===== src/rtl/brke_pkg.sv =====
// ----------------------------------------------------------------------------
// brke_pkg
// Types and constants shared by the battery runtime estimator modules.
// ----------------------------------------------------------------------------
package brke_pkg;

   localparam logic [1:0] OP_TICK    = 2'd0;
   localparam logic [1:0] OP_MEASURE = 2'd1;
   localparam logic [1:0] OP_RESTART = 2'd2;
   localparam logic [1:0] OP_SPARE   = 2'd3;

   localparam logic [2:0] CSR_FULL_VOLTAGE      = 3'd0;
   localparam logic [2:0] CSR_EMPTY_VOLTAGE     = 3'd1;
   localparam logic [2:0] CSR_DEFAULT_RUNTIME   = 3'd2;
   localparam logic [2:0] CSR_PROCESS_NOISE     = 3'd3;
   localparam logic [2:0] CSR_MEASUREMENT_NOISE = 3'd4;

   localparam logic [28:0] CAP_MIN_MS = 29'd100;
   localparam logic [28:0] CAP_MAX_MS = 29'd360000000;
   localparam logic [39:0] ELAPSED_MAX = 40'hFF_FFFF_FFFF;

   localparam int DVD_W = 64;
   localparam int DVS_W = 33;
   localparam int SQ_W  = 48;
   localparam int RT_W  = 24;

   typedef struct packed {
      logic [1:0]  op;
      logic [23:0] time_step;
      logic [15:0] voltage_sample;
   } req_type;

   typedef struct packed {
      logic [28:0] remaining_time;
      logic [31:0] variance;
      logic [15:0] uncertainty;
   } rsp_type;

   typedef struct packed {
      logic busy;
      logic done;
   } unit_status_type;

endpackage


===== src/rtl/brke_div.sv =====
// ----------------------------------------------------------------------------
// brke_div
// Restoring divider that produces one quotient bit per cycle.
// ----------------------------------------------------------------------------
module brke_div (
   input  logic                          clock,
   input  logic                          reset,
   input  logic                          start,
   input  logic [brke_pkg::DVD_W-1:0]    dividend,
   input  logic [brke_pkg::DVS_W-1:0]    divisor,
   output logic [brke_pkg::DVD_W-1:0]    quotient,
   output brke_pkg::unit_status_type     status
);

   logic [brke_pkg::DVD_W-1:0] dvd_ff, dvd_in;
   logic [brke_pkg::DVS_W:0]   rem_ff, rem_in;
   logic [brke_pkg::DVS_W-1:0] dvs_ff, dvs_in;
   logic [5:0]                 cnt_ff, cnt_in;
   logic                       busy_ff, busy_in;
   logic                       done_ff, done_in;
   logic [brke_pkg::DVS_W:0]   rem_sh;

   always_comb begin
      dvd_in  = dvd_ff;
      rem_in  = rem_ff;
      dvs_in  = dvs_ff;
      cnt_in  = cnt_ff;
      busy_in = busy_ff;
      done_in = 1'b0;
      rem_sh  = {rem_ff[brke_pkg::DVS_W-1:0], dvd_ff[brke_pkg::DVD_W-1]};
      if (start) begin
         dvd_in  = dividend;
         dvs_in  = divisor;
         rem_in  = '0;
         cnt_in  = '1;
         busy_in = 1'b1;
      end else if (busy_ff) begin
         if (rem_sh >= {1'b0, dvs_ff}) begin
            rem_in = rem_sh - {1'b0, dvs_ff};
            dvd_in = {dvd_ff[brke_pkg::DVD_W-2:0], 1'b1};
         end else begin
            rem_in = rem_sh;
            dvd_in = {dvd_ff[brke_pkg::DVD_W-2:0], 1'b0};
         end
         cnt_in = cnt_ff - 6'd1;
         if (cnt_ff == 6'd0) begin
            busy_in = 1'b0;
            done_in = 1'b1;
         end
      end
   end

   always_ff @(posedge clock) begin
      dvd_ff <= dvd_in;
      rem_ff <= rem_in;
      dvs_ff <= dvs_in;
      cnt_ff <= cnt_in;
      if (reset) begin
         busy_ff <= 1'b0;
         done_ff <= 1'b0;
      end else begin
         busy_ff <= busy_in;
         done_ff <= done_in;
      end
   end

   assign quotient    = dvd_ff;
   assign status.busy = busy_ff;
   assign status.done = done_ff;

endmodule


===== src/rtl/brke_isqrt.sv =====
// ----------------------------------------------------------------------------
// brke_isqrt
// Integer square root, two operand bits per cycle.
// ----------------------------------------------------------------------------
module brke_isqrt (
   input  logic                        clock,
   input  logic                        reset,
   input  logic                        start,
   input  logic [brke_pkg::SQ_W-1:0]   operand,
   output logic [brke_pkg::RT_W-1:0]   root,
   output brke_pkg::unit_status_type   status
);

   logic [brke_pkg::SQ_W-1:0] opnd_ff, opnd_in;
   logic [brke_pkg::RT_W+2:0] rem_ff, rem_in;
   logic [brke_pkg::RT_W-1:0] root_ff, root_in;
   logic [4:0]                cnt_ff, cnt_in;
   logic                      busy_ff, busy_in;
   logic                      done_ff, done_in;
   logic [brke_pkg::RT_W+2:0] rem_sh;
   logic [brke_pkg::RT_W+2:0] trial;

   always_comb begin
      opnd_in = opnd_ff;
      rem_in  = rem_ff;
      root_in = root_ff;
      cnt_in  = cnt_ff;
      busy_in = busy_ff;
      done_in = 1'b0;
      rem_sh  = {rem_ff[brke_pkg::RT_W:0], opnd_ff[brke_pkg::SQ_W-1 -: 2]};
      trial   = {1'b0, root_ff, 2'b01};
      if (start) begin
         opnd_in = operand;
         rem_in  = '0;
         root_in = '0;
         cnt_in  = 5'(brke_pkg::RT_W - 1);
         busy_in = 1'b1;
      end else if (busy_ff) begin
         opnd_in = {opnd_ff[brke_pkg::SQ_W-3:0], 2'b00};
         if (rem_sh >= trial) begin
            rem_in  = rem_sh - trial;
            root_in = {root_ff[brke_pkg::RT_W-2:0], 1'b1};
         end else begin
            rem_in  = rem_sh;
            root_in = {root_ff[brke_pkg::RT_W-2:0], 1'b0};
         end
         cnt_in = cnt_ff - 5'd1;
         if (cnt_ff == 5'd0) begin
            busy_in = 1'b0;
            done_in = 1'b1;
         end
      end
   end

   always_ff @(posedge clock) begin
      opnd_ff <= opnd_in;
      rem_ff  <= rem_in;
      root_ff <= root_in;
      cnt_ff  <= cnt_in;
      if (reset) begin
         busy_ff <= 1'b0;
         done_ff <= 1'b0;
      end else begin
         busy_ff <= busy_in;
         done_ff <= done_in;
      end
   end

   assign root        = root_ff;
   assign status.busy = busy_ff;
   assign status.done = done_ff;

endmodule


===== src/rtl/battery_runtime_kalman_estimator.sv =====
// ----------------------------------------------------------------------------
// battery_runtime_kalman_estimator
// Scalar Kalman estimator of remaining battery runtime, run by a sequencer
// over one shared multiplier, a bit-serial divider and a square root unit.
// ----------------------------------------------------------------------------
//  channel  direction  handshake          payload
//  req      in         req_valid/stall    op, time_step, voltage_sample
//  rsp      out        rsp_valid/stall    remaining_time, variance, uncertainty
//  csr      in         csr_write          csr_index, csr_wdata
//
// A tick, restart or unused code runs no division, only the square root.
// A measurement runs up to four divisions before the square root.
// Reset is synchronous and restores the configuration registers and the filter state.
// A new beat is taken only when idle and no result beat is waiting.
// ----------------------------------------------------------------------------
module battery_runtime_kalman_estimator #(
   parameter int FRACTION_BITS = 16
) (
   input  logic               clock,
   input  logic               reset,
   input  logic               req_valid,
   output logic               req_stall,
   input  brke_pkg::req_type  req_data,
   output logic               rsp_valid,
   input  logic               rsp_stall,
   output brke_pkg::rsp_type  rsp_data,
   input  logic               csr_write,
   input  logic [2:0]         csr_index,
   input  logic [28:0]        csr_wdata
);

   localparam logic [31:0] COV_ONE = 32'd1 << FRACTION_BITS;

   localparam logic [3:0] S_IDLE  = 4'd0;
   localparam logic [3:0] S_CAP   = 4'd1;
   localparam logic [3:0] S_CAPQ  = 4'd2;
   localparam logic [3:0] S_Z     = 4'd3;
   localparam logic [3:0] S_ZQ    = 4'd4;
   localparam logic [3:0] S_K     = 4'd5;
   localparam logic [3:0] S_KQ    = 4'd6;
   localparam logic [3:0] S_PQ    = 4'd7;
   localparam logic [3:0] S_CLAMP = 4'd8;
   localparam logic [3:0] S_MUL   = 4'd9;
   localparam logic [3:0] S_DIVS  = 4'd10;
   localparam logic [3:0] S_DIVW  = 4'd11;
   localparam logic [3:0] S_SQS   = 4'd12;
   localparam logic [3:0] S_SQW   = 4'd13;

   logic [15:0] full_ff, empty_ff, q_ff, r_ff;
   logic [28:0] dflt_ff;

   logic [3:0]  state_ff, state_in;
   logic [3:0]  ret_ff, ret_in;
   logic [1:0]  op_ff, op_in;
   logic [23:0] dt_ff, dt_in;
   logic [15:0] v_ff, v_in;
   logic [28:0] est_ff, est_in;
   logic [31:0] cov_ff, cov_in;
   logic [39:0] el_ff, el_in;
   logic [15:0] startv_ff, startv_in;
   logic        first_ff, first_in;
   logic [28:0] cap_ff, cap_in;
   logic [28:0] z_ff, z_in;
   logic [39:0] mula_ff, mula_in;
   logic [31:0] mulb_ff, mulb_in;
   logic [63:0] prod_ff, prod_in;
   logic [32:0] dvs_ff, dvs_in;
   logic [15:0] unc_ff, unc_in;
   logic        rsp_valid_ff, rsp_valid_in;

   logic                      div_start, sq_start;
   logic [63:0]               quotient;
   logic [brke_pkg::RT_W-1:0] root;
   brke_pkg::unit_status_type div_status, sq_status;
   logic [brke_pkg::SQ_W-1:0] sq_operand;

   logic        accept;
   logic [15:0] dfe, sv_eff;
   logic [39:0] el_eff;
   logic [40:0] el_sum;
   logic [32:0] cov_sum, denom;
   logic [28:0] mag;

   assign accept    = req_valid && !req_stall;
   assign req_stall = (state_ff != S_IDLE) || rsp_valid_ff;
   assign dfe       = full_ff - empty_ff;
   assign sv_eff    = first_ff ? v_ff : startv_ff;
   assign el_eff    = first_ff ? 40'd1 : el_ff;
   assign el_sum    = {1'b0, el_ff} + {17'd0, dt_ff};
   assign cov_sum   = {1'b0, cov_ff} + {17'd0, q_ff};
   assign denom     = {1'b0, cov_ff} + {17'd0, r_ff};
   assign mag       = (z_ff >= est_ff) ? (z_ff - est_ff) : (est_ff - z_ff);

   always_comb begin
      if (FRACTION_BITS <= 16) begin
         sq_operand = {16'd0, cov_ff} << (16 - FRACTION_BITS);
      end else begin
         sq_operand = {16'd0, cov_ff} >> (FRACTION_BITS - 16);
      end
   end

   always_ff @(posedge clock) begin
      if (reset) begin
         full_ff  <= 16'd12700;
         empty_ff <= 16'd10500;
         dflt_ff  <= 29'd3600000;
         q_ff     <= 16'd66;
         r_ff     <= 16'd3277;
      end else if (csr_write) begin
         case (csr_index)
            brke_pkg::CSR_FULL_VOLTAGE:      full_ff  <= csr_wdata[15:0];
            brke_pkg::CSR_EMPTY_VOLTAGE:     empty_ff <= csr_wdata[15:0];
            brke_pkg::CSR_DEFAULT_RUNTIME:   dflt_ff  <= csr_wdata;
            brke_pkg::CSR_PROCESS_NOISE:     q_ff     <= csr_wdata[15:0];
            brke_pkg::CSR_MEASUREMENT_NOISE: r_ff     <= csr_wdata[15:0];
            default: ;
         endcase
      end
   end

   always_comb begin
      state_in     = state_ff;
      ret_in       = ret_ff;
      op_in        = op_ff;
      dt_in        = dt_ff;
      v_in         = v_ff;
      est_in       = est_ff;
      cov_in       = cov_ff;
      el_in        = el_ff;
      startv_in    = startv_ff;
      first_in     = first_ff;
      cap_in       = cap_ff;
      z_in         = z_ff;
      mula_in      = mula_ff;
      mulb_in      = mulb_ff;
      prod_in      = prod_ff;
      dvs_in       = dvs_ff;
      unc_in       = unc_ff;
      rsp_valid_in = rsp_valid_ff && rsp_stall;
      div_start    = 1'b0;
      sq_start     = 1'b0;
      case (state_ff)
         S_IDLE: begin
            if (accept) begin
               op_in = req_data.op;
               dt_in = req_data.time_step;
               v_in  = req_data.voltage_sample;
               case (req_data.op)
                  brke_pkg::OP_TICK: begin
                     est_in = (est_ff > {5'd0, req_data.time_step}) ?
                              est_ff - {5'd0, req_data.time_step} : 29'd0;
                     state_in = S_CAP;
                  end
                  brke_pkg::OP_MEASURE: state_in = S_CAP;
                  brke_pkg::OP_RESTART: begin
                     est_in    = dflt_ff;
                     cov_in    = COV_ONE;
                     el_in     = '0;
                     startv_in = '0;
                     first_in  = 1'b1;
                     state_in  = S_SQS;
                  end
                  default: state_in = S_SQS;
               endcase
            end
         end
         S_CAP: begin
            if (op_ff == brke_pkg::OP_TICK) begin
               cov_in   = cov_sum[32] ? 32'hFFFF_FFFF : cov_sum[31:0];
               el_in    = el_sum[40] ? brke_pkg::ELAPSED_MAX : el_sum[39:0];
               state_in = S_SQS;
            end else if (el_eff == '0 || sv_eff <= empty_ff || v_ff <= empty_ff ||
                         sv_eff <= v_ff) begin
               cap_in   = dflt_ff;
               state_in = S_Z;
            end else if (full_ff <= empty_ff) begin
               cap_in   = brke_pkg::CAP_MIN_MS;
               state_in = S_Z;
            end else begin
               mula_in  = el_eff;
               mulb_in  = {16'd0, dfe};
               dvs_in   = {17'd0, sv_eff - v_ff};
               ret_in   = S_CAPQ;
               state_in = S_MUL;
            end
         end
         S_CAPQ: begin
            if (quotient < {35'd0, brke_pkg::CAP_MIN_MS}) begin
               cap_in = brke_pkg::CAP_MIN_MS;
            end else if (quotient > {35'd0, brke_pkg::CAP_MAX_MS}) begin
               cap_in = brke_pkg::CAP_MAX_MS;
            end else begin
               cap_in = quotient[28:0];
            end
            state_in = S_Z;
         end
         S_Z: begin
            if (v_ff <= empty_ff) begin
               z_in     = '0;
               state_in = S_K;
            end else if (v_ff >= full_ff) begin
               z_in     = cap_ff;
               state_in = S_K;
            end else begin
               mula_in  = {11'd0, cap_ff};
               mulb_in  = {16'd0, v_ff - empty_ff};
               dvs_in   = {17'd0, dfe};
               ret_in   = S_ZQ;
               state_in = S_MUL;
            end
         end
         S_ZQ: begin
            z_in     = quotient[28:0];
            state_in = S_K;
         end
         S_K: begin
            if (first_ff) begin
               startv_in = v_ff;
               el_in     = '0;
               est_in    = z_ff;
               first_in  = 1'b0;
               state_in  = S_SQS;
            end else if (denom == '0) begin
               state_in = S_CLAMP;
            end else begin
               mula_in  = {8'd0, cov_ff};
               mulb_in  = {3'd0, mag};
               dvs_in   = denom;
               ret_in   = S_KQ;
               state_in = S_MUL;
            end
         end
         S_KQ: begin
            est_in   = (z_ff >= est_ff) ? est_ff + quotient[28:0] : est_ff - quotient[28:0];
            mula_in  = {8'd0, cov_ff};
            mulb_in  = {16'd0, r_ff};
            ret_in   = S_PQ;
            state_in = S_MUL;
         end
         S_PQ: begin
            cov_in   = quotient[31:0];
            state_in = S_CLAMP;
         end
         S_CLAMP: begin
            if (est_ff > cap_ff) begin
               est_in = cap_ff;
            end
            state_in = S_SQS;
         end
         S_MUL: begin
            prod_in  = 64'(mula_ff * mulb_ff);
            state_in = S_DIVS;
         end
         S_DIVS: begin
            div_start = 1'b1;
            state_in  = S_DIVW;
         end
         S_DIVW: begin
            if (div_status.done) begin
               state_in = ret_ff;
            end
         end
         S_SQS: begin
            sq_start = 1'b1;
            state_in = S_SQW;
         end
         S_SQW: begin
            if (sq_status.done) begin
               unc_in       = (root > 24'd65535) ? 16'hFFFF : root[15:0];
               rsp_valid_in = 1'b1;
               state_in     = S_IDLE;
            end
         end
         default: state_in = S_IDLE;
      endcase
   end

   always_ff @(posedge clock) begin
      ret_ff  <= ret_in;
      op_ff   <= op_in;
      dt_ff   <= dt_in;
      v_ff    <= v_in;
      cap_ff  <= cap_in;
      z_ff    <= z_in;
      mula_ff <= mula_in;
      mulb_ff <= mulb_in;
      prod_ff <= prod_in;
      dvs_ff  <= dvs_in;
      unc_ff  <= unc_in;
      if (reset) begin
         state_ff     <= S_IDLE;
         est_ff       <= 29'd3600000;
         cov_ff       <= COV_ONE;
         el_ff        <= '0;
         startv_ff    <= '0;
         first_ff     <= 1'b1;
         rsp_valid_ff <= 1'b0;
      end else begin
         state_ff     <= state_in;
         est_ff       <= est_in;
         cov_ff       <= cov_in;
         el_ff        <= el_in;
         startv_ff    <= startv_in;
         first_ff     <= first_in;
         rsp_valid_ff <= rsp_valid_in;
      end
   end

   brke_div u_div (
      .clock    (clock),
      .reset    (reset),
      .start    (div_start),
      .dividend (prod_ff),
      .divisor  (dvs_ff),
      .quotient (quotient),
      .status   (div_status)
   );

   brke_isqrt u_isqrt (
      .clock   (clock),
      .reset   (reset),
      .start   (sq_start),
      .operand (sq_operand),
      .root    (root),
      .status  (sq_status)
   );

   assign rsp_valid               = rsp_valid_ff;
   assign rsp_data.remaining_time = est_ff;
   assign rsp_data.variance       = cov_ff;
   assign rsp_data.uncertainty    = unc_ff;

endmodule


===== config.mk =====
export PLATFORM = sky130hd
export DESIGN_NAME = battery_runtime_kalman_estimator
export DESIGN_NICKNAME = d
export VERILOG_FILES = /design/src/rtl/brke_pkg.sv /design/src/rtl/brke_div.sv /design/src/rtl/brke_isqrt.sv /design/src/rtl/battery_runtime_kalman_estimator.sv
export SDC_FILE = /design/constraint.sdc
export NUM_CORES = 2
export LEC_CHECK = 0
export ABC_AREA = 1
export ABC_CLOCK_PERIOD_IN_PS = 8700
export BUFFER_PORTS_ARGS = -buffer_cell sky130_fd_sc_hd__buf_2
export CORE_ASPECT_RATIO = 0.75
export CORE_MARGIN = 4
export CORE_UTILIZATION = 60
export CTS_CLUSTER_SIZE = 10
export DETAILED_ROUTE_END_ITERATION = 7
export PLACE_DENSITY = 0.86
export SLEW_MARGIN = 30
export SYNTH_ARGS = -nofsm -noshare
export SYNTH_HDL_FRONTEND = slang
export SYNTH_SLANG_ARGS = --single-unit

===== constraint.sdc =====
create_clock -name clock -period 8.7 [get_ports clock]
set_clock_uncertainty 0.15 [all_clocks]
set_input_delay 0.87 -clock clock [delete_from_list [all_inputs] [get_ports clock]]
set_output_delay 0.87 -clock clock [all_outputs]
set_load 0.01 [all_outputs]

==> impl_results.md <==
- Count of routing violations after the opening detailed-route iteration: 11,200
- Congestion Overflow GR: 0
- Antenna violation net count after detailed routing: 0
- Reg-to-reg critical path startpoint: mula_ff[9]$_DFFE_PP_
- Count of placed standard cells in the final layout, fillers left out: around 13,000
- Setup repair after global routing missed its margin: false
- Row Count: 120
- Startpoint of the most critical hold path: req_data[0]
- Worst Setup End Kind: register
- Post-synth design cell area: ~86,000 um2
- Accumulated negative setup slack: 0 ns
- CP Data Required Time: roughly 9.0 ns
- Multi-input gate area: 55,700 um2
- End point of the most critical hold path: v_ff[0]$_DFFE_PP_
- Max-Slew Margin vs Limit: 28.1%
- Clock tree from TritonCTS: built
- Max-slew violation total from the final report: 0
- Detailed Routing Iterations Pass 1: 8
- Class of the worst hold path: primary input to register
- Fraction of final layout cells with drive strength greater than 1: about 5.2%
- FF+latch area: approximately 19,000 um2
- Post-DR wirelength/cell: between 20 and 25 um
- Hold Path Stages: 1
- Count of distinct cell types in the synthesized netlist: 76
- HPWL after detailed placement: about 250 mm
- Worst reg-to-reg path cell count: 27
- Insertion delay to the later sink of the worst-skew pair: roughly 0.73 ns
- Worst Setup Start Kind: register
- Slew at the pin with the worst max-slew slack: 1.08 ns
- Worst slack after detailed placement: between 0.4 and 0.5 ns
- CTS Hold Bufs: 0
- Slack of the critical path: roughly 0.16 ns
- Count of filler cells inserted in the layout: 12,100
- Leading register cell type out of synthesis: sky130_fd_sc_hd__edfxtp_1
- Initial antenna violation count: 14
- Core area: 143,000 um2
- Synthesized netlist cell count: 11,300
- Proportion of synthesized chip area in sequential cells: 22.0%
- Die extent in y: 336 um
- Core Util, Final: about 65%
- Total of buffers placed on input and output ports: about 160
- CP max stage delay: between 0.9 and 1 ns
- Outcome: finished, violations left
- Layout net count: between 10,000 and 15,000
- Number of clock sinks: between 700 and 800
- Clock input transition at the sequential cells of the worst setup and hold paths: roughly 0.070 ns
- Minimum clock period after layout: about 8.5 ns
- Post-route DRC: 17
- Number of global-route vias before repair: about 78,000
- Total via count after detailed routing: 79,000
- Number of synthesized register bits: 743
- Area grow syn2layout: 6.99%
- Buffer type at the clock tree root: sky130_fd_sc_hd__clkbuf_16
- Worst Setup Path Type: register to register
- Metal3 WL: 49.7 mm
- Maximum number of pins on one net before global-route repair: around 110
- GR Util All Layers: 41.2%
- Clock Path Buffers: 3
- Cell with the biggest individual delay on the critical path: sky130_fd_sc_hd__edfxtp_1
- Routed via count divided by cell count: 5.97
- Metal-1 WL: ~120 mm
- Final Setup Violations: 0
- Highest Signal Layer: met5
- Highest clock rate: approximately 120 MHz
- Met2 routed wirelength: around 120 mm
- Most common cell after layout, fill and taps aside: sky130_fd_sc_hd__nand2_1
- Placed insts: roughly 13,000
- End of the worst register-to-register path: prod_ff[53]$_DFFE_PP_
- Yosys warning count: 0
- Routed WL: approximately 310 mm
- Total count of hold-check failures in the final report: 0
- Max-Cap Viols: 0
- Starting utilization of the core area: between 60 and 70%
- Number of top-level pins: roughly 160
- Cts bufs inserted: 87
- Signal arrival time at the worst endpoint: 8.84 ns
- First-pass GRT wire length: 468 mm
- Full die area: about 150,000 um2
- Overall die width: 446 um
- Period Utilization, post-route: a little over nine tenths
- Violated checks: DRC
- Worst-case register-to-register setup slack: ~0.16 ns
- Mean post-synth cell area: about 7.7 um2
- Weighted congestion reported at the end of routability-driven placement: 1.08
- Cell seen most often among critical-path stages: sky130_fd_sc_hd__fa_1
- Maximum fanout encountered on the critical timing path: 15
- CTS H-tree depth: 3
- Top library cells by usage in the layout, fill and taps aside: sky130_fd_sc_hd__nand2_1 (2,661), sky130_fd_sc_hd__inv_1 (2,588), sky130_fd_sc_hd__fa_1 (1,024)
- Post-synthesis net count: approximately 13,000
- Number of enable-type register cells in the synthesized netlist: around 410
- Async SR Flop Fraction: 0%
## kinds of logic (layout without fill, tap and decap cells)
kind of cell | Yosys count | after routing | synth area share [%]
other | 0 | 7 | 0
buffers and inverters | 3054 | 3138 | 13.4
XOR/XNOR | 240 | 240 | 2.44
flip-flops | 743 | 743 | 22.0
AND/OR/NAND/NOR | 3871 | 3871 | 18.2
adder cells (fa/ha/maj) | 1611 | 1611 | 32.3
multiplexers | 4 | 4 | 0.0464
AO/OA/AOI/OAI | 1739 | 1739 | 11.6
## layer usage
| layer | global-route usage [%] | up-vias |
|---|---|---|
| li1 | - | 34900 |
| met1 | 56.8 | 37500 |
| met2 | 57.6 | 5719 |
| met3 | 16.2 | 899 |
| met4 | 17.3 | 8 |
| met5 | 0.413 | - |
## layout make-up
cell class	count	area share [%]
Antenna cell	7	0.0190
Timing Repair Buffer	365	2.88
Multi-Input combinational cell	7465	60.4
Sequential cell	743	20.6
Clock buffer	147	2.70
Clock inverter	11	0.172
Inverter	2615	10.6
Tap cell	1891	2.56
## synth_stat cells, drive strengths merged, types with 48 or more instances
master	n	area share, %
o221ai	50	0.51
edfxtp	414	14
nor2	594	2.7
fa	1024	24
nor3	79	0.47
inv	2610	11
xnor2	82	0.83
ha	587	8.5
dfxtp	329	7.6
a22oi	48	0.42
a21oi	683	4.0
clkbuf	348	1.5
xor2	158	1.6
nand3	370	2.2
o21ai	626	3.7
o211ai	56	0.49
nand4	66	0.48
buf	91	0.54
nand2	2670	12
a31oi	58	0.42
## state kept, by name, summed over array words and instances, names as in the netlist, 25 cells and up
name             count
prod_ff             64
u_div.quotient      64
u_isqrt.opnd_ff     48
el_ff               40
mula_ff             40
dvs_ff              33
u_div.dvs_ff        33
u_div.rem_ff        33
cov_ff              32
cap_ff              29
dflt_ff             29
est_ff              29
mulb_ff             29
z_ff                29
u_isqrt.rem_ff      25
## timing repair
action,CTS,global route
setup endpoints to repair,0,3
hold endpoints to repair,0,0
gates resized for setup,0,0
buffers inserted,0,4
## metrics by stage
stage / instance area (um2) / hold slack [ns]
after floorplan: 86300 / 0.250
after global placement: 89400 / 0.252
after detailed placement: 89400 / 0.255
after CTS: 92100 / 0.150
after global routing: 92300 / 0.148
final: 92300 / 0.168
## worst max-delay path by stage
stage                     startpoint                     to  slack (ns)  cells past startpoint
2_1_floorplan   mula_ff[7]$_DFFE_PP_  prod_ff[49]$_DFFE_PP_        1.55                     30
3_3_place_gp   mula_ff[13]$_DFFE_PP_  prod_ff[56]$_DFFE_PP_        0.52                     25
3_5_place_dp   mulb_ff[15]$_DFFE_PP_  prod_ff[63]$_DFFE_PP_        0.44                     25
6_report        mula_ff[9]$_DFFE_PP_  prod_ff[53]$_DFFE_PP_        0.16                     27
4_1_cts        mulb_ff[15]$_DFFE_PP_  prod_ff[63]$_DFFE_PP_        0.43                     25
5_1_grt        mulb_ff[13]$_DFFE_PP_  prod_ff[60]$_DFFE_PP_       0.007                     25
## critical path, delay by kind of cell (launching register included)
kind                       cells  cell delay, ns
adders and majority gates      9            4.55
AOI/OAI and AO/OA              5            1.25
DFF                            1            0.93
buffers and inverters          6            0.64
and+or+nand+nor                6            0.58
xor gates and xnor gates       1            0.15
Power is not shown: default switching activity piles up to over one toggle a cycle in this logic, so the estimate is an artifact.
